**config.mk**
```make
export PLATFORM = sky130hd
export DESIGN_NAME = rssi_peak_lap_timer_top
export DESIGN_NICKNAME = d
export VERILOG_FILES = /design/src/sv/rplt_pkg.sv /design/src/sv/rssi_peak_lap_timer_top.sv /design/src/sv/rplt_ram.sv
export SDC_FILE = /design/constraint.sdc
export NUM_CORES = 1
export LEC_CHECK = 0
export BUFFER_PORTS_ARGS = -buffer_cell sky130_fd_sc_hd__buf_4
export CAP_MARGIN = 20
export CORE_MARGIN = 2
export CORE_UTILIZATION = 54
export DETAILED_ROUTE_END_ITERATION = 7
export PLACE_DENSITY = 0.71
export SLEW_MARGIN = 30
export SYNTH_ARGS = -nofsm -noshare
export SYNTH_HDL_FRONTEND = slang
export SYNTH_SLANG_ARGS = --single-unit
```
**constraint.sdc**
```tcl
create_clock -name clk -period 27.6 [get_ports clk]
set_clock_uncertainty 0.2 [all_clocks]
set_input_delay 5.52 -clock clk [delete_from_list [all_inputs] [get_ports clk]]
set_output_delay 5.52 -clock clk [all_outputs]
set_load 0.05 [all_outputs]
```
**src/sv/rplt_pkg.sv**
```systemverilog
`timescale 1ns / 1ps
`default_nettype none
// ----------------------------------------------------------------------------
// rplt_pkg
// Shared types and constants of the signal-strength peak lap timer.
// ----------------------------------------------------------------------------
package rplt_pkg;

  // Field widths
  localparam int LEVEL_W = 9;
  localparam int TIME_W  = 32;
  localparam int COUNT_W = 16;
  localparam int INDEX_W = 4;

  typedef logic signed [LEVEL_W-1:0] level_t;
  typedef logic [TIME_W-1:0]         time_t;
  typedef logic [COUNT_W-1:0]        count_t;
  typedef logic [INDEX_W-1:0]        index_t;

  // Request function codes
  typedef enum logic [1:0] {
    FUNC_SAMPLE = 2'd0,
    FUNC_CLEAR  = 2'd1,
    FUNC_READ   = 2'd2,
    FUNC_NONE   = 2'd3
  } func_t;

  // Result event codes
  typedef enum logic [1:0] {
    EV_NONE  = 2'd0,
    EV_START = 2'd1,
    EV_LAP   = 2'd2,
    EV_READ  = 2'd3
  } event_t;

  // Signal floor: a pass needs a sample strictly above this to count
  localparam level_t LEVEL_FLOOR = -9'sd150;

  // Saturation value of the lap counter
  localparam count_t LAP_COUNT_MAX = '1;

  // Default number of stored lap times
  localparam int HISTORY_DEPTH_DEF = 16;

endpackage
`default_nettype wire

```
**src/sv/rssi_peak_lap_timer_top.sv**
```systemverilog
`timescale 1ns / 1ps
`default_nettype none
// ----------------------------------------------------------------------------
// rssi_peak_lap_timer_top
// Lap timer for one competitor: tracks the signal peak of each gate pass,
// turns pass times into lap times, keeps best lap, lap count and a lap
// history held in a RAM that can be read back by index.
//
//   channel  direction  handshake           payload
//   in       input      in_valid/in_stall   func, signal_level, sample_time,
//                                           pass_end, history_index
//   out      output     out_valid/out_stall event_res, lap_time,
//                                           best_lap_time, lap_count,
//                                           lap_level, entry_valid
//   cfg      input      cfg_we              cfg_wdata (pick_mode)
//
// One request per cycle while in_stall is low; each result passes through
// the middle stage, which takes the history RAM read, and then the output
// register. Scalar state is updated at acceptance, so back-to-back requests
// see the previous request's effect; the history RAM's single read port sets
// the pace. Reset is synchronous; the history needs no sweep because the
// fill count marks which entries hold laps. When the output stalls, one more
// request is taken into the middle stage, then in_stall rises.
// ----------------------------------------------------------------------------
module rssi_peak_lap_timer_top #(
  parameter int HISTORY_DEPTH = rplt_pkg::HISTORY_DEPTH_DEF
) (
  input  wire logic             clk,
  input  wire logic             rst,
  // configuration
  input  wire logic             cfg_we,
  input  wire logic             cfg_wdata,
  // request channel
  input  wire logic             in_valid,
  output logic                  in_stall,
  input  wire rplt_pkg::func_t  func,
  input  wire rplt_pkg::level_t signal_level,
  input  wire rplt_pkg::time_t  sample_time,
  input  wire logic             pass_end,
  input  wire rplt_pkg::index_t history_index,
  // result channel
  output logic                  out_valid,
  input  wire logic             out_stall,
  output rplt_pkg::event_t      event_res,
  output rplt_pkg::time_t       lap_time,
  output rplt_pkg::time_t       best_lap_time,
  output rplt_pkg::count_t      lap_count,
  output rplt_pkg::level_t      lap_level,
  output logic                  entry_valid
);

  import rplt_pkg::*;

  localparam int AW = (HISTORY_DEPTH > 1) ? $clog2(HISTORY_DEPTH) : 1;
  localparam int FW = $clog2(HISTORY_DEPTH + 1);
  localparam int SW = ((AW > INDEX_W) ? AW : INDEX_W) + 1;

  // Competitor state
  logic          pick_mode;
  logic          timing_started, timing_started_next;
  time_t         prev_pass_time, prev_pass_time_next;
  time_t         last_lap, last_lap_next;
  time_t         best_lap, best_lap_next;
  count_t        laps_done, laps_done_next;
  level_t        last_peak_level, last_peak_level_next;
  level_t        pass_peak_level, pass_peak_level_next;
  time_t         pass_peak_time, pass_peak_time_next;
  time_t         pass_first_time, pass_first_time_next;
  logic          pass_has_sample, pass_has_sample_next;
  logic [AW-1:0] history_head, history_head_next;
  logic [FW-1:0] history_fill, history_fill_next;

  // Middle stage
  logic   s1_valid;
  event_t s1_event, s1_event_next;
  time_t  s1_lap, s1_best;
  count_t s1_count;
  level_t s1_level;
  logic   s1_read, s1_hit, s1_hit_next;

  // History RAM ports
  logic          ram_we, ram_re;
  logic [AW-1:0] ram_waddr, ram_raddr;
  time_t         ram_rdata;

  logic accept, s1_move;

  // Working values of the pass update
  time_t         cur_first_time, cur_peak_time, pass_time, lap_new;
  level_t        cur_peak_level;
  logic          history_full;
  logic [SW-1:0] read_sum, write_sum;

  // Handshake
  assign s1_move  = s1_valid && (!out_valid || !out_stall);
  assign in_stall = s1_valid && !s1_move;
  assign accept   = in_valid && !in_stall;

  // Compute the next state of one request
  always_comb begin
    timing_started_next  = timing_started;
    prev_pass_time_next  = prev_pass_time;
    last_lap_next        = last_lap;
    best_lap_next        = best_lap;
    laps_done_next       = laps_done;
    last_peak_level_next = last_peak_level;
    pass_peak_level_next = pass_peak_level;
    pass_peak_time_next  = pass_peak_time;
    pass_first_time_next = pass_first_time;
    pass_has_sample_next = pass_has_sample;
    history_head_next    = history_head;
    history_fill_next    = history_fill;
    s1_event_next        = EV_NONE;
    s1_hit_next          = 1'b0;
    ram_we               = 1'b0;
    ram_re               = 1'b0;

    // Running first time and strict peak including this sample
    cur_first_time = pass_has_sample ? pass_first_time : sample_time;
    if (signal_level > pass_peak_level) begin
      cur_peak_level = signal_level;
      cur_peak_time  = sample_time;
    end else begin
      cur_peak_level = pass_peak_level;
      cur_peak_time  = pass_peak_time;
    end
    pass_time    = pick_mode ? cur_first_time : cur_peak_time;
    lap_new      = pass_time - prev_pass_time;
    history_full = (history_fill == FW'(HISTORY_DEPTH));

    // Push slot: at the head when full, else just past the newest entry
    write_sum = SW'(history_head) + SW'(history_fill);
    if (history_full) begin
      ram_waddr = history_head;
    end else if (write_sum >= SW'(HISTORY_DEPTH)) begin
      ram_waddr = AW'(write_sum - SW'(HISTORY_DEPTH));
    end else begin
      ram_waddr = AW'(write_sum);
    end

    // Read slot, relative to the oldest entry
    read_sum = SW'(history_head) + SW'(history_index);
    if (read_sum >= SW'(HISTORY_DEPTH)) begin
      ram_raddr = AW'(read_sum - SW'(HISTORY_DEPTH));
    end else begin
      ram_raddr = AW'(read_sum);
    end

    if (accept) begin
      unique case (func)
        FUNC_SAMPLE: begin
          pass_has_sample_next = 1'b1;
          pass_first_time_next = cur_first_time;
          pass_peak_level_next = cur_peak_level;
          pass_peak_time_next  = cur_peak_time;
          if (pass_end) begin
            if (cur_peak_level > LEVEL_FLOOR) begin
              if (!timing_started) begin
                timing_started_next = 1'b1;
                prev_pass_time_next = pass_time;
                s1_event_next       = EV_START;
              end else begin
                last_lap_next        = lap_new;
                prev_pass_time_next  = pass_time;
                last_peak_level_next = cur_peak_level;
                ram_we               = 1'b1;
                if (history_full) begin
                  history_head_next = (history_head == AW'(HISTORY_DEPTH - 1)) ?
                                      '0 : history_head + 1'b1;
                end else begin
                  history_fill_next = history_fill + 1'b1;
                end
                if (laps_done == '0 || lap_new < best_lap) begin
                  best_lap_next = lap_new;
                end
                if (laps_done != LAP_COUNT_MAX) begin
                  laps_done_next = laps_done + 1'b1;
                end
                s1_event_next = EV_LAP;
              end
            end
            // Drop the pass store
            pass_has_sample_next = 1'b0;
            pass_first_time_next = '0;
            pass_peak_level_next = LEVEL_FLOOR;
            pass_peak_time_next  = '0;
          end
        end
        FUNC_CLEAR: begin
          timing_started_next  = 1'b0;
          prev_pass_time_next  = '0;
          last_lap_next        = '0;
          best_lap_next        = '0;
          laps_done_next       = '0;
          last_peak_level_next = LEVEL_FLOOR;
          pass_peak_level_next = LEVEL_FLOOR;
          pass_peak_time_next  = '0;
          pass_first_time_next = '0;
          pass_has_sample_next = 1'b0;
          history_head_next    = '0;
          history_fill_next    = '0;
        end
        FUNC_READ: begin
          s1_event_next = EV_READ;
          s1_hit_next   = SW'(history_index) < SW'(history_fill);
          ram_re        = 1'b1;
        end
        FUNC_NONE: begin
          s1_event_next = EV_NONE;
        end
        default: begin
          s1_event_next = EV_NONE;
        end
      endcase
    end
  end

  // Configuration register
  always_ff @(posedge clk) begin
    if (rst) begin
      pick_mode <= 1'b0;
    end else if (cfg_we) begin
      pick_mode <= cfg_wdata;
    end
  end

  // Competitor state registers
  always_ff @(posedge clk) begin
    if (rst) begin
      timing_started  <= 1'b0;
      prev_pass_time  <= '0;
      last_lap        <= '0;
      best_lap        <= '0;
      laps_done       <= '0;
      last_peak_level <= LEVEL_FLOOR;
      pass_peak_level <= LEVEL_FLOOR;
      pass_peak_time  <= '0;
      pass_first_time <= '0;
      pass_has_sample <= 1'b0;
      history_head    <= '0;
      history_fill    <= '0;
    end else begin
      timing_started  <= timing_started_next;
      prev_pass_time  <= prev_pass_time_next;
      last_lap        <= last_lap_next;
      best_lap        <= best_lap_next;
      laps_done       <= laps_done_next;
      last_peak_level <= last_peak_level_next;
      pass_peak_level <= pass_peak_level_next;
      pass_peak_time  <= pass_peak_time_next;
      pass_first_time <= pass_first_time_next;
      pass_has_sample <= pass_has_sample_next;
      history_head    <= history_head_next;
      history_fill    <= history_fill_next;
    end
  end

  // Lap history storage
  rplt_ram #(
    .WIDTH (TIME_W),
    .DEPTH (HISTORY_DEPTH)
  ) u_history (
    .clk   (clk),
    .we    (ram_we),
    .waddr (ram_waddr),
    .wdata (lap_new),
    .re    (ram_re),
    .raddr (ram_raddr),
    .rdata (ram_rdata)
  );

  // Middle stage control
  always_ff @(posedge clk) begin
    if (rst) begin
      s1_valid <= 1'b0;
    end else if (accept) begin
      s1_valid <= 1'b1;
    end else if (s1_move) begin
      s1_valid <= 1'b0;
    end
  end

  // Middle stage payload: snapshot of the updated state
  always_ff @(posedge clk) begin
    if (accept) begin
      s1_event <= s1_event_next;
      s1_lap   <= last_lap_next;
      s1_best  <= best_lap_next;
      s1_count <= laps_done_next;
      s1_level <= last_peak_level_next;
      s1_read  <= (func == FUNC_READ);
      s1_hit   <= s1_hit_next;
    end
  end

  // Output register control
  always_ff @(posedge clk) begin
    if (rst) begin
      out_valid <= 1'b0;
    end else if (s1_move) begin
      out_valid <= 1'b1;
    end else if (!out_stall) begin
      out_valid <= 1'b0;
    end
  end

  // Output register payload, merge in the history entry on reads
  always_ff @(posedge clk) begin
    if (s1_move) begin
      event_res     <= s1_event;
      best_lap_time <= s1_best;
      lap_count     <= s1_count;
      lap_level     <= s1_level;
      entry_valid   <= s1_read && s1_hit;
      if (s1_read) begin
        lap_time <= s1_hit ? ram_rdata : '0;
      end else begin
        lap_time <= s1_lap;
      end
    end
  end

endmodule
`default_nettype wire

```
**src/sv/rplt_ram.sv**
```systemverilog
`timescale 1ns / 1ps
`default_nettype none
// ----------------------------------------------------------------------------
// rplt_ram
// Generic single-clock RAM: one write port, one read port, registered read.
// ----------------------------------------------------------------------------
module rplt_ram #(
  parameter int WIDTH = 32,
  parameter int DEPTH = 16,
  localparam int AW = (DEPTH > 1) ? $clog2(DEPTH) : 1
) (
  input  wire logic             clk,
  input  wire logic             we,
  input  wire logic [AW-1:0]    waddr,
  input  wire logic [WIDTH-1:0] wdata,
  input  wire logic             re,
  input  wire logic [AW-1:0]    raddr,
  output logic      [WIDTH-1:0] rdata
);

  logic [WIDTH-1:0] mem [DEPTH];

  // Write port
  always_ff @(posedge clk) begin
    if (we) begin
      mem[waddr] <= wdata;
    end
  end

  // Read port, hold data between reads
  always_ff @(posedge clk) begin
    if (re) begin
      rdata <= mem[raddr];
    end
  end

endmodule
`default_nettype wire

```
==> impl_results.md <==
- Layout area overhead: 15.1%
- First-pass GRT wire length: 144000 um
- DRT antenna net count: 0
- Arrival time worst endpoint: 13950 ps
- Max clock buf depth: 3
- Post-Synth Adder-Cell Area: 2.90%
- Post-synthesis simple-gate area fraction: 7.05%
- CP dominant cell by count: a21oi_1
- Mux cell area share after synthesis: 8.44%
- Slowest CP cell: a41oi_1
- Post-synth design cell area: 38800 um^2
- RSZ-0062 raised after global routing: no
- Final Util: 62.6%
- Share of cells above drive strength 1: 18.8%
- Leak pwr: 15.5 nW
- I/O pins: 148
- Slew HR: 31.8%
- Fin Setup TNS: 0 ps
- Worst-Margin Slew: 1020 ps
- Cell area power density: 75.9 nW/um^2
- Count leader, synth: edfxtp_1
- Synth cell count leaders: edfxtp_1 (729), nand2_1 (211), dfxtp_1 (208)
- Initial DRC Count: 2406
- Max stage delay on crit path: 590 ps
- Core region area: 71400 um^2
- Final Critical Period: 13610 ps
- EDFF count, synth: 729
- Startpoint Class: primary input
- Final setup viols: 0
- Vias post-DR: 24200
- Max Fclk: 0.0735 GHz
- Syn_nets: 2838
- Yosys top cell area share: 56.4%
- Synth area leaders: edfxtp_1 (56%), dfxtp_1 (11%), mux4_2 (7.4%)
- Worst-Skew Late Latency: 660 ps
- H-tree levels: 3
- Remaining Overflow, GRT: 0
- CTS resizes: 0
- Dpl hpwl: 55400 um
- Area leader, netlist: edfxtp_1
- Die Ht: 272 um
- Hold WC Path Type: reg -> reg
- CP endpoint kind: flop
- GP Congestion: 0.887
- Synth Area in XOR/XNOR: 0.993%
- Post-CTS Setup Bufs: 0
- Final hold vios: 0
- CTS tree: done
- Num rows: 98
- VDD IR max: 0.0501 mV
- Drt drc: 0
- Die W: 272 um
- Yosys warning count: 0
- Cell variety after synth: 77
- Setup CP Type: in -> reg
- Initial antenna violation count: 5
- Register area share after synthesis: 67.1%
- First-pass detailed-route iteration total: 7
- All-layer global routing usage: 25.7%
- Synth Area in Compound Gates: 10.6%
- Fin nets: 3011
- Via count of the first global-routing pass: 24000
- Largest family of logic cells by synthesized area: compound AO/OA/AOI/OAI gates
- Die ar.: 74000 um^2
- Initial core utilization: 54.4%
- Final max-slew violation count: 0
- Tcrit/Tclk final: 49.3%
- Hold_buf cts: 0
- Root buffer cell: clkbuf_16
- Status: completed
- IO Port Bufs: 147
- Mean routed wirelength per cell: 24.7 um
- CTS sink count: 937
- Pin count of the biggest net entering global routing: 85
- Max Cap Viol: 0
- Yosys reg bits: 937
- Ys flop type: edfxtp_1
- Drt via density: 6.20
- Async set or reset register ratio after synthesis: 0%
- Worst Path Max Fanout: 40
- Total CTS buffers: 91
- Mapped Cells: 2696
- Worst-path clk slew: 60 ps
- CP required: 27930 ps
- Drt total wl: 96200 um
- Avg Synthesized Cell Area: 14.4 um^2
==> path summary, 6_finish.rpt <==
path | from | end | slack [ps] | cells past startpoint
hold reg to reg | s1_best[9]$_DFFE_PP_ | best_lap_time[9]$_DFFE_PP_ | 220 | 0
setup reg to reg | pass_peak_level[8]$_SDFFE_PP1P_ | s1_best[13]$_DFFE_PP_ | 18530 | 33
setup / recovery | signal_level[8] | s1_best[13]$_DFFE_PP_ | 13990 | 33
hold / removal | s1_best[9]$_DFFE_PP_ | best_lap_time[9]$_DFFE_PP_ | 220 | 0
==> layout by cell type, fill, tap and decap left out, drive strengths merged, types with 47 or more instances in the layout <==
| cell | count |
|---|---|
| o21ai | 110 |
| a21oi | 102 |
| inv | 142 |
| buf | 220 |
| mux4 | 128 |
| ha | 85 |
| clkbuf | 122 |
| a22oi | 68 |
| and3 | 47 |
| a22o | 107 |
| nand2 | 211 |
| edfxtp | 729 |
| dfxtp | 208 |
| a211oi | 64 |
| nor2 | 173 |
==> per-stage QoR <==
step           std cells  hold WS [ps]  cell area [um^2]  setup WS (ps)  power, mW
3_3_place_gp        3724           205             41300          13860       2.05
6_report            3900           218             44600          13990       3.39
4_1_cts             3897           219             44600          14150       3.40
3_5_place_dp        3725           205             41300          13550       2.07
5_1_grt             3900           225             44600          13500       3.49
2_1_floorplan       2696           200             38800          14520       1.91
==> report_power, final <==
group	total, mW	leakage [nW]	internal [mW]	switching [mW]
clock network	1.34	1.59	0.802	0.542
registers	1.62	8.38	1.61	0.00663
logic	0.426	5.52	0.133	0.294
==> worst max-delay path: cells and delay by family <==
family,cells,cell delay [ps]
buf+inv,6,1560
simple gates,6,1430
compound gates,17,3810
xor+xnor,1,480
fa+ha+maj,3,1090
==> sequential cells by signal (all words and copies together), names as in the netlist, 5 cells and up <==
name	flops
lap_count	16
laps_done	16
last_peak_level	9
best_lap_time	32
s1_best	32
pass_peak_time	32
lap_time	32
last_lap	32
prev_pass_time	32
pass_peak_level	9
best_lap	32
history_fill	5
s1_level	9
pass_first_time	32
s1_lap	32
u_history.rdata	32
s1_count	16
u_history.mem	512
lap_level	9
==> cells by family after synthesis <==
group | after synthesis
AO/OA/AOI/OAI | 593
XOR/XNOR | 44
adder cells (fa/ha/maj) | 88
buffers and inverters | 278
flip-flops | 937
multiplexers | 167
AND/OR/NAND/NOR | 589
==> area by class of cell <==
type	count	area, um^2
clock buffers	122	2540
flip-flops and latches	937	26100
inverters	138	520
multi-input cells	1481	11900
fillers	5187	26700
well taps	950	1190
repair buffers	220	1700
diodes	2	5.00
clock inverters	50	744
==> layer usage <==
layer	share of wire, %	wire [um]	up-vias	global-route usage (%)
li1	-	-	10700	-
met1	40	38000	12200	34.4
met2	50	47800	1077	43.4
met3	8.3	8010	165	4.43
met4	2.5	2380	4	7.89
met5	0.015	14	-	0
Note: power is estimated with default switching activity, not from simulation.
